===== src/sv/sbr_pkg.sv =====
package sbr_pkg;

  // Field widths fixed by the stream format.
  localparam int POS_W = 32;
  localparam int BYTE_W = 8;
  localparam int CNT_PORT_W = 7;

  // Depths of the request queue and the result queue.
  localparam int REQ_DEPTH = 2;
  localparam int RES_DEPTH = 2;

  // Action codes on the input side.
  localparam logic [1:0] ACT_SEGMENT = 2'd0;
  localparam logic [1:0] ACT_END     = 2'd1;
  localparam logic [1:0] ACT_CONSUME = 2'd2;

  // What the back end has to do with one request.
  typedef enum logic [1:0] {
    KIND_SEG,
    KIND_END,
    KIND_CONSUME,
    KIND_NOP
  } kind_t;

  // Classified request as it travels from the front to the back.
  typedef struct packed {
    kind_t                 kind;
    logic [POS_W-1:0]      pos;
    logic [BYTE_W-1:0]     data;
    logic                  end_valid;
    logic [POS_W-1:0]      end_cand;
    logic [CNT_PORT_W-1:0] consumed;
  } req_t;

  // One result as it leaves the block.
  typedef struct packed {
    logic                  has_byte;
    logic [BYTE_W-1:0]     out_byte;
    logic                  last;
    logic                  stream_ended;
    logic                  conflict;
    logic [CNT_PORT_W-1:0] unassembled_count;
  } res_t;

endpackage


===== src/sv/stream_byte_reassembler.sv =====
// Flow: the request queue takes requests while the back end works on one at a time;
// the back end pops a request in ST_IDLE, compares an overlapping byte in ST_CMP, scans
// the in-order run in ST_SCAN, then pushes a status result in ST_STATUS or reads and
// pushes each byte in ST_RD and ST_WR, waiting while the result queue is full.
// Reset: synchronous rst clears the queues, the valid marks, the counts and the next
// position, and sets the end position to all ones; the byte store is not cleared.
module stream_byte_reassembler #(
  parameter int CAPACITY = 64
) (
  input  logic                           clk,
  input  logic                           rst,
  input  logic                           push,
  output logic                           full,
  input  logic [1:0]                     action,
  input  logic [sbr_pkg::POS_W-1:0]      byte_pos,
  input  logic [sbr_pkg::BYTE_W-1:0]     data_byte,
  input  logic                           segment_last,
  input  logic                           eof_flag,
  input  logic [sbr_pkg::CNT_PORT_W-1:0] consumed_count,
  output logic                           empty,
  input  logic                           pop,
  output logic                           has_byte,
  output logic [sbr_pkg::BYTE_W-1:0]     out_byte,
  output logic                           last,
  output logic                           stream_ended,
  output logic                           conflict,
  output logic [sbr_pkg::CNT_PORT_W-1:0] unassembled_count
);

  import sbr_pkg::*;

  req_t req;
  logic req_empty;
  logic req_pop;
  res_t res;

  // Front end: takes requests and classifies them.
  sbr_front u_front (
    .clk            (clk),
    .rst            (rst),
    .push           (push),
    .full           (full),
    .action         (action),
    .byte_pos       (byte_pos),
    .data_byte      (data_byte),
    .segment_last   (segment_last),
    .eof_flag       (eof_flag),
    .consumed_count (consumed_count),
    .req            (req),
    .req_empty      (req_empty),
    .req_pop        (req_pop)
  );

  // Back end: stores bytes and drains the in-order run.
  sbr_back #(
    .CAPACITY (CAPACITY)
  ) u_back (
    .clk       (clk),
    .rst       (rst),
    .req       (req),
    .req_empty (req_empty),
    .req_pop   (req_pop),
    .res       (res),
    .res_empty (empty),
    .res_pop   (pop)
  );

  assign has_byte          = res.has_byte;
  assign out_byte          = res.out_byte;
  assign last              = res.last;
  assign stream_ended      = res.stream_ended;
  assign conflict          = res.conflict;
  assign unassembled_count = res.unassembled_count;

endmodule


===== src/sv/sbr_ram.sv =====
module sbr_ram #(
  parameter int WIDTH = 8,
  parameter int DEPTH = 64
) (
  input  logic                                 clk,
  input  logic                                 we,
  input  logic [(DEPTH > 1 ? $clog2(DEPTH) : 1)-1:0] waddr,
  input  logic [WIDTH-1:0]                     wdata,
  input  logic                                 re,
  input  logic [(DEPTH > 1 ? $clog2(DEPTH) : 1)-1:0] raddr,
  output logic [WIDTH-1:0]                     rdata
);

  logic [WIDTH-1:0] mem [DEPTH];

  // One write port and one registered read port; read data holds while re is low.
  always_ff @(posedge clk) begin
    if (we) begin
      mem[waddr] <= wdata;
    end
    if (re) begin
      rdata <= mem[raddr];
    end
  end

endmodule


===== src/sv/sbr_fifo.sv =====
module sbr_fifo #(
  parameter int WIDTH = 8,
  parameter int DEPTH = 2
) (
  input  logic             clk,
  input  logic             rst,
  input  logic             push,
  input  logic [WIDTH-1:0] wdata,
  output logic             full,
  input  logic             pop,
  output logic [WIDTH-1:0] rdata,
  output logic             empty
);

  localparam int PTR_W = (DEPTH > 1) ? $clog2(DEPTH) : 1;
  localparam int CNT_W = $clog2(DEPTH + 1);

  logic [WIDTH-1:0] mem [DEPTH];
  logic [PTR_W-1:0] wr_ptr;
  logic [PTR_W-1:0] rd_ptr;
  logic [CNT_W-1:0] count;
  logic             do_push;
  logic             do_pop;

  assign full    = (count == CNT_W'(DEPTH));
  assign empty   = (count == '0);
  assign do_push = push && !full;
  assign do_pop  = pop && !empty;
  assign rdata   = mem[rd_ptr];

  // Pointers and fill level.
  always_ff @(posedge clk) begin
    if (rst) begin
      wr_ptr <= '0;
      rd_ptr <= '0;
      count  <= '0;
    end else begin
      if (do_push) begin
        wr_ptr <= (wr_ptr == PTR_W'(DEPTH - 1)) ? '0 : wr_ptr + 1'b1;
      end
      if (do_pop) begin
        rd_ptr <= (rd_ptr == PTR_W'(DEPTH - 1)) ? '0 : rd_ptr + 1'b1;
      end
      if (do_push && !do_pop) begin
        count <= count + 1'b1;
      end else if (do_pop && !do_push) begin
        count <= count - 1'b1;
      end
    end
  end

  // Entry storage.
  always_ff @(posedge clk) begin
    if (do_push) begin
      mem[wr_ptr] <= wdata;
    end
  end

endmodule


===== src/sv/sbr_front.sv =====
module sbr_front (
  input  logic                            clk,
  input  logic                            rst,
  input  logic                            push,
  output logic                            full,
  input  logic [1:0]                      action,
  input  logic [sbr_pkg::POS_W-1:0]       byte_pos,
  input  logic [sbr_pkg::BYTE_W-1:0]      data_byte,
  input  logic                            segment_last,
  input  logic                            eof_flag,
  input  logic [sbr_pkg::CNT_PORT_W-1:0]  consumed_count,
  output sbr_pkg::req_t                   req,
  output logic                            req_empty,
  input  logic                            req_pop
);

  import sbr_pkg::*;

  req_t             cls;
  logic [POS_W-1:0] pos_inc;

  // The end candidate for a final byte is one past it, held at all ones on overflow.
  assign pos_inc = (byte_pos == '1) ? byte_pos : byte_pos + 1'b1;

  // Classify the incoming request; none of this depends on stream state.
  always_comb begin
    cls.pos       = byte_pos;
    cls.data      = data_byte;
    cls.consumed  = consumed_count;
    cls.end_cand  = byte_pos;
    cls.end_valid = 1'b0;
    case (action)
      ACT_SEGMENT: begin
        cls.kind      = KIND_SEG;
        cls.end_cand  = pos_inc;
        cls.end_valid = eof_flag && segment_last;
      end
      ACT_END: begin
        cls.kind      = KIND_END;
        cls.end_valid = eof_flag;
      end
      ACT_CONSUME: begin
        cls.kind = KIND_CONSUME;
      end
      default: begin
        cls.kind = KIND_NOP;
      end
    endcase
  end

  // Short queue that lets the input side run ahead of the back end.
  sbr_fifo #(
    .WIDTH ($bits(req_t)),
    .DEPTH (REQ_DEPTH)
  ) u_req_q (
    .clk   (clk),
    .rst   (rst),
    .push  (push),
    .wdata (cls),
    .full  (full),
    .pop   (req_pop),
    .rdata (req),
    .empty (req_empty)
  );

endmodule


===== src/sv/sbr_back.sv =====
module sbr_back #(
  parameter int CAPACITY = 64
) (
  input  logic          clk,
  input  logic          rst,
  input  sbr_pkg::req_t req,
  input  logic          req_empty,
  output logic          req_pop,
  output sbr_pkg::res_t res,
  output logic          res_empty,
  input  logic          res_pop
);

  import sbr_pkg::*;

  localparam int SLOT_W = (CAPACITY > 1) ? $clog2(CAPACITY) : 1;
  localparam int CNT_W  = $clog2(CAPACITY + 1);

  typedef enum logic [2:0] {
    ST_IDLE,
    ST_CMP,
    ST_SCAN,
    ST_STATUS,
    ST_RD,
    ST_WR
  } state_t;

  state_t              state;
  logic [POS_W-1:0]    next_pos;
  logic [SLOT_W-1:0]   next_slot;
  logic [POS_W-1:0]    end_pos;
  logic [CNT_W-1:0]    buffered;
  logic [CNT_W-1:0]    stored;
  logic [CAPACITY-1:0] valid;
  logic                conflict_r;
  logic [BYTE_W-1:0]   data_r;
  logic [POS_W-1:0]    scan_pos;
  logic [SLOT_W-1:0]   scan_slot;
  logic [CNT_W-1:0]    scan_cnt;
  logic [SLOT_W-1:0]   emit_slot;
  logic [CNT_W-1:0]    remaining;
  logic                ended_r;
  logic [CNT_W-1:0]    unasm_r;

  logic [POS_W:0]      diff;
  logic [CNT_W-1:0]    room;
  logic                in_win;
  logic [SLOT_W:0]     slot_sum;
  logic [SLOT_W-1:0]   in_slot;
  logic                scan_go;
  logic                res_full;
  logic                res_push;
  res_t                res_data;
  logic                ram_we;
  logic                ram_re;
  logic [SLOT_W-1:0]   ram_raddr;
  logic [BYTE_W-1:0]   ram_rdata;

  // Window check: at or past next_pos, inside the free room, and before the end.
  assign diff     = {1'b0, req.pos} - {1'b0, next_pos};
  assign room     = CNT_W'(CAPACITY) - buffered;
  assign in_win   = !diff[POS_W] && (diff[POS_W-1:0] < POS_W'(room)) && (req.pos < end_pos);
  assign slot_sum = {1'b0, next_slot} + {1'b0, diff[SLOT_W-1:0]};
  assign in_slot  = (slot_sum >= (SLOT_W + 1)'(CAPACITY)) ?
                    SLOT_W'(slot_sum - (SLOT_W + 1)'(CAPACITY)) : slot_sum[SLOT_W-1:0];

  // The in-order run continues while below the end, under CAPACITY bytes, and the next slot is filled.
  assign scan_go = (scan_cnt < CNT_W'(CAPACITY)) && (scan_pos < end_pos) && valid[scan_slot];

  // Store access, request pop and result push for the current state.
  always_comb begin
    req_pop   = 1'b0;
    ram_we    = 1'b0;
    ram_re    = 1'b0;
    ram_raddr = emit_slot;
    res_push  = 1'b0;
    res_data.has_byte          = 1'b0;
    res_data.out_byte          = '0;
    res_data.last              = 1'b1;
    res_data.stream_ended      = ended_r;
    res_data.conflict          = conflict_r;
    res_data.unassembled_count = CNT_PORT_W'(unasm_r);
    case (state)
      ST_IDLE: begin
        req_pop = !req_empty;
        if (!req_empty && req.kind == KIND_SEG && in_win) begin
          ram_we    = !valid[in_slot];
          ram_re    = valid[in_slot];
          ram_raddr = in_slot;
        end
      end
      ST_STATUS: begin
        res_push = !res_full;
      end
      ST_RD: begin
        ram_re = 1'b1;
      end
      ST_WR: begin
        res_push          = !res_full;
        res_data.has_byte = 1'b1;
        res_data.out_byte = ram_rdata;
        res_data.last     = (remaining == CNT_W'(1));
      end
      default: begin
      end
    endcase
  end

  // Sequencer: execute one request, scan the in-order run, then emit its results.
  always_ff @(posedge clk) begin
    if (rst) begin
      state      <= ST_IDLE;
      next_pos   <= '0;
      next_slot  <= '0;
      end_pos    <= '1;
      buffered   <= '0;
      stored     <= '0;
      valid      <= '0;
      conflict_r <= 1'b0;
    end else begin
      case (state)
        ST_IDLE: begin
          if (!req_empty) begin
            conflict_r <= 1'b0;
            data_r     <= req.data;
            scan_pos   <= next_pos;
            scan_slot  <= next_slot;
            scan_cnt   <= '0;
            // A byte landing on a filled slot is compared before the scan.
            state      <= (req.kind == KIND_SEG && in_win && valid[in_slot]) ?
                          ST_CMP : ST_SCAN;
            case (req.kind)
              KIND_SEG: begin
                if (in_win && !valid[in_slot]) begin
                  valid[in_slot] <= 1'b1;
                  stored         <= stored + 1'b1;
                end
                if (req.end_valid && req.end_cand < end_pos) begin
                  end_pos <= req.end_cand;
                end
              end
              KIND_END: begin
                if (req.end_valid && req.end_cand < end_pos) begin
                  end_pos <= req.end_cand;
                end
              end
              KIND_CONSUME: begin
                if (req.consumed >= CNT_PORT_W'(buffered)) begin
                  buffered <= '0;
                end else begin
                  buffered <= buffered - CNT_W'(req.consumed);
                end
              end
              default: begin
              end
            endcase
          end
        end
        ST_CMP: begin
          conflict_r <= (ram_rdata != data_r);
          state      <= ST_SCAN;
        end
        ST_SCAN: begin
          if (scan_go) begin
            scan_pos  <= scan_pos + 1'b1;
            scan_slot <= (scan_slot == SLOT_W'(CAPACITY - 1)) ? '0 : scan_slot + 1'b1;
            scan_cnt  <= scan_cnt + 1'b1;
          end else begin
            // Commit the whole run at once; the bytes are read out afterwards.
            ended_r   <= (scan_pos == end_pos);
            unasm_r   <= stored - scan_cnt;
            stored    <= stored - scan_cnt;
            buffered  <= buffered + scan_cnt;
            next_pos  <= scan_pos;
            next_slot <= scan_slot;
            emit_slot <= next_slot;
            remaining <= scan_cnt;
            state     <= (scan_cnt == '0) ? ST_STATUS : ST_RD;
          end
        end
        ST_STATUS: begin
          if (!res_full) begin
            state <= ST_IDLE;
          end
        end
        ST_RD: begin
          state <= ST_WR;
        end
        ST_WR: begin
          if (!res_full) begin
            valid[emit_slot] <= 1'b0;
            emit_slot <= (emit_slot == SLOT_W'(CAPACITY - 1)) ? '0 : emit_slot + 1'b1;
            remaining <= remaining - 1'b1;
            state     <= (remaining == CNT_W'(1)) ? ST_IDLE : ST_RD;
          end
        end
        default: begin
          state <= ST_IDLE;
        end
      endcase
    end
  end

  // Byte store; entries are read only where a valid mark is set.
  sbr_ram #(
    .WIDTH (BYTE_W),
    .DEPTH (CAPACITY)
  ) u_store (
    .clk   (clk),
    .we    (ram_we),
    .waddr (in_slot),
    .wdata (req.data),
    .re    (ram_re),
    .raddr (ram_raddr),
    .rdata (ram_rdata)
  );

  // Result queue that buffers results while the reader stalls; when it is full the back end waits.
  sbr_fifo #(
    .WIDTH ($bits(res_t)),
    .DEPTH (RES_DEPTH)
  ) u_res_q (
    .clk   (clk),
    .rst   (rst),
    .push  (res_push),
    .wdata (res_data),
    .full  (res_full),
    .pop   (res_pop),
    .rdata (res),
    .empty (res_empty)
  );

endmodule


===== config.mk =====
export PLATFORM = sky130hd
export DESIGN_NAME = stream_byte_reassembler
export DESIGN_NICKNAME = d
export VERILOG_FILES = /design/src/sv/sbr_pkg.sv /design/src/sv/stream_byte_reassembler.sv /design/src/sv/sbr_ram.sv /design/src/sv/sbr_fifo.sv /design/src/sv/sbr_front.sv /design/src/sv/sbr_back.sv
export SDC_FILE = /design/constraint.sdc
export NUM_CORES = 2
export LEC_CHECK = 0
export ABC_AREA = 1
export BUFFER_PORTS_ARGS = -buffer_cell sky130_fd_sc_hd__buf_2
export CAP_MARGIN = 20
export CORE_MARGIN = 8
export CORE_UTILIZATION = 30
export DETAILED_ROUTE_END_ITERATION = 12
export PLACE_DENSITY = 0.44
export SETUP_SLACK_MARGIN = 0.4
export SLEW_MARGIN = 20
export SYNTH_ARGS = -nofsm -noshare
export SYNTH_HDL_FRONTEND = slang
export SYNTH_SLANG_ARGS = --single-unit

===== constraint.sdc =====
create_clock -name clk -period 12.35 [get_ports clk]
set_input_delay 0.6175 -clock clk [delete_from_list [all_inputs] [get_ports clk]]
set_output_delay 0.6175 -clock clk [all_outputs]
set_load 0.1 [all_outputs]

==> results.toml <==
[sta]
setup_viol = 0
finalCritPeriodShare_pct = 60.9
rsz0062_at_grt = "no"
max_slew_margin_pct = 20.6
clock.fmax_mhz = 133
fin_crit_ns = 7.52
finClkSkew_ns = 0.0570
tightest_slew_ns = 1.18
fin_ws_ns = 4.83
finalMaxSlewViolations = 0
hold_viol = 0
finalSetupTns_ns = 0

[clocking]
cts_root_buffer = "clkbuf_16"
cts.reportedPaths.clkPinSlew_ns = 0.06
postCtsSetupRepairBufs = 0
cts_buffer_depth = 3
cts_resized = 0
numClockSinks = 958
htreeDepth = 3
cts_made_buffers = 107
cts_tree = "done"
clock_latency_ns = 0.73
postCtsHoldBufs = 0

[die]
ios = 76
start_util_pct = 30.3
floorplan.die.width_um = 421
core_region_area_um2 = 163000
die_h_um = 421
rows = 148
die_area_um2 = 178000

[logic_synthesis]
synth_area_leaders = "edfxtp_1 48%, nand2_1 9.1%, nand3_1 7.4%"
yosysMostFrequentCell = "nand2_1"
synth-seq-area-share_pct = 55.1
netlist_area_um2 = 49300
synth-edff-count = 796
async_flop_share_pct = 0
ys_warn_count = 0
ys_seq_elements = 958
yosysTopAreaCell = "edfxtp_1"
synthCells = 5344
synth_ff_type = "edfxtp_1"
ys_top_cells_by_count = "1196 x nand2_1, 796 x edfxtp_1, 730 x nand3_1, 642 x inv_1, 307 x nor2_1"
synth_top_area_share_pct = 48.5
synth.distinct_cells = 62
syn_area_per_cell_um2 = 9.23
syn_nets = 5573

[critical_path]
rr_worst_depth = 20
cp.arrival_ns = 8.11
cp-start-kind = "flip-flop"
path_class = "reg2reg"
required_ns = 12.94
ff2ff_setup_slack_ns = 4.83
worstReg2RegEnd = "u_back.valid[2]$_SDFFE_PP0P_"
path_max_fanout = 64
endpoint_kind = "flip-flop"

[route]
wl_per_cell_um = 20.7
vias = 37366
drt-vias-per-instance = 4.91
drt_iter0_drc = 2900
drtAntennaViolNets = 0
drc_errors = 0
drt_wl_total_um = 158000
firstDrtPassIters = 6

[layout]
fin_cells = 7616
area_growth_pct = 12.5
fin_nets = 5573
drive_above_1_share_pct = 7.70
nFillCells = 16845

[pwr]
pwr-share-seq_pct = 33.9
p_per_area_nw_per_um2 = 231
intPower_mw = 7.35
peakVddDrop_uv = 136
p_clk_share_pct = 24.7
p_leak_nw = 22.0
p_sw_mw = 5.49
combPwrFrac_pct = 41.4
netSwitchingFraction_pct = 42.7

[place]
dp.cells = 7409
io_buffers = 75
place_hpwl_um = 104000
pre_cts_ws_ns = 4.86
gp_congestion = 0.909

[hold_path]
min_path_cells = 1
hold_path.class = "in2reg"
holdPathEnd = "u_front.u_req_q.mem[1][46]$_DFFE_PP_"
hp-start = "data_byte[6]"

[grt]
grt-ovfl-total = 0
grtUsageTotal_pct = 17.1
grt_pass1_wl_um = 237000
grt_max_degree = 178
antenna_found_initial = 2
grt_pass1_vias = 36459

[outcome]
outcome = "complete, no violations"

[job]
drv_cap = 0
==> registers in the layout, summed over array words and instances (netlist names), 8 cells and up, named ones only <==
register              cells
u_front.u_req_q.mem     164
u_back.u_store.rdata      8
u_back.end_pos           32
u_back.scan_pos          32
u_back.next_pos          32
u_back.u_res_q.mem       38
u_back.u_store.mem      512
u_back.data_r             8
u_back.valid             64
==> metrics by stage <==
stage	util [%]	total power [mW]	hold slack (ns)	area, um2
floorplan	-	7.84	0.421	49300
global placement	31.9	9.72	0.427	52000
detailed placement	31.9	9.72	0.437	52000
CTS	34.0	12.9	0.0244	55400
global route	34.0	13.6	0.0397	55500
finish	34.0	12.8	0.0858	55500
==> power groups by stage <==
stage	Clock, mW	Combinational, mW	Sequential, mW
finish	3.17	5.32	4.35
global route	3.36	5.90	4.39
CTS	3.25	5.33	4.35
detailed placement	0	5.31	4.42
global placement	0	5.30	4.42
floorplan	0	3.52	4.32
==> cell families (layout without fill, tap and decap cells) <==
| logic type | Yosys count | count (layout) | synth area share (%) |
|---|---|---|---|
| multiplexers | 27 | 27 | 0.596 |
| AO/OA/AOI/OAI | 563 | 563 | 6.63 |
| other | 0 | 2 | 0 |
| AND/OR/NAND/NOR | 2604 | 2604 | 24.0 |
| adder cells (fa/ha/maj) | 174 | 174 | 4.49 |
| buffers and inverters | 922 | 1017 | 7.46 |
| flip-flops | 958 | 958 | 55.1 |
| XOR/XNOR | 96 | 96 | 1.72 |
==> cell usage in the layout, fill, tap and decap left out, types with 6 or more instances in the layout <==
master and count:
a211oi_1 19, a211oi_2 20, a21oi_1 163, a221oi_1 12, buf_2 74, buf_4 67, bufinv_16 6, clkbuf_1 27
clkbuf_16 109, clkbuf_8 6, clkinv_1 26, clkinv_2 21, clkinvlp_4 6, dfxtp_1 161, edfxtp_1 796, ha_1 169
inv_1 639, inv_2 23, mux2_2 19, mux2i_1 8, nand2_1 1187, nand2_4 10, nand3_1 729, nand3b_1 214
nand4_1 40, nor2_1 300, nor2_2 6, nor3_1 63, nor3_2 7, nor4_1 14, o21ai_0 237, o22ai_1 61
or2_2 9, xnor2_1 33, xor2_1 62
==> how the worst max path moves through the flow <==
| stage | startpoint | end | slack [ns] |
|---|---|---|---|
| global route | flip-flop | u_back.u_store.rdata[5]$_DFFE_PP_ | 4.34 |
| finish | flip-flop | u_back.valid[2]$_SDFFE_PP0P_ | 4.83 |
| CTS | flip-flop | u_back.u_store.rdata[5]$_DFFE_PP_ | 4.85 |
| detailed placement | flip-flop | u_back.u_store.rdata[5]$_DFFE_PP_ | 4.86 |
| global placement | flip-flop | u_back.u_store.rdata[5]$_DFFE_PP_ | 4.82 |
| floorplan | flip-flop | u_back.u_store.mem[17][0]$_DFFE_PP_ | 7.08 |
==> routing by layer <==
layer,global-route usage (%),wire [um],share of wire [%],up-vias
li1,-,-,-,18206
met1,22.9,71200,45,17963
met2,28.8,74900,47,973
met3,2.49,7420,4.7,224
met4,4.64,4480,2.8,0
met5,0,0,0,-
==> final cells by class <==
cell class	instances	area [um2]	area share (%)
diodes	2	5.00	0.00902
clock buffers	142	2910	5.25
clock inverters	62	543	0.979
inverters	670	2520	4.54
multi-input cells	3464	18700	33.7
flip-flops and latches	958	27100	49.0
well taps	2175	2720	4.91
repair buffers	143	913	1.65
==> critical path: stages, from the launching register on <==
cell       delay, ns
dfxtp_4         0.58
inv_2           0.25
or2_2           0.33
o21ai_0         0.19
fa_1            0.56
fa_1            0.45
xnor2_1         0.81
inv_1           0.25
nand3_1         0.55
clkinv_1        0.74
nand2_1         0.22
o2111ai_1       0.15
a21o_1          0.20
nor3_1          0.17
nand2_1         0.17
nand2_1         0.16
nand2_1         0.12
nand2_4         0.40
buf_4           0.69
nor2_1          0.10
a211oi_1        0.20
Power figures use the tool's default switching activity.
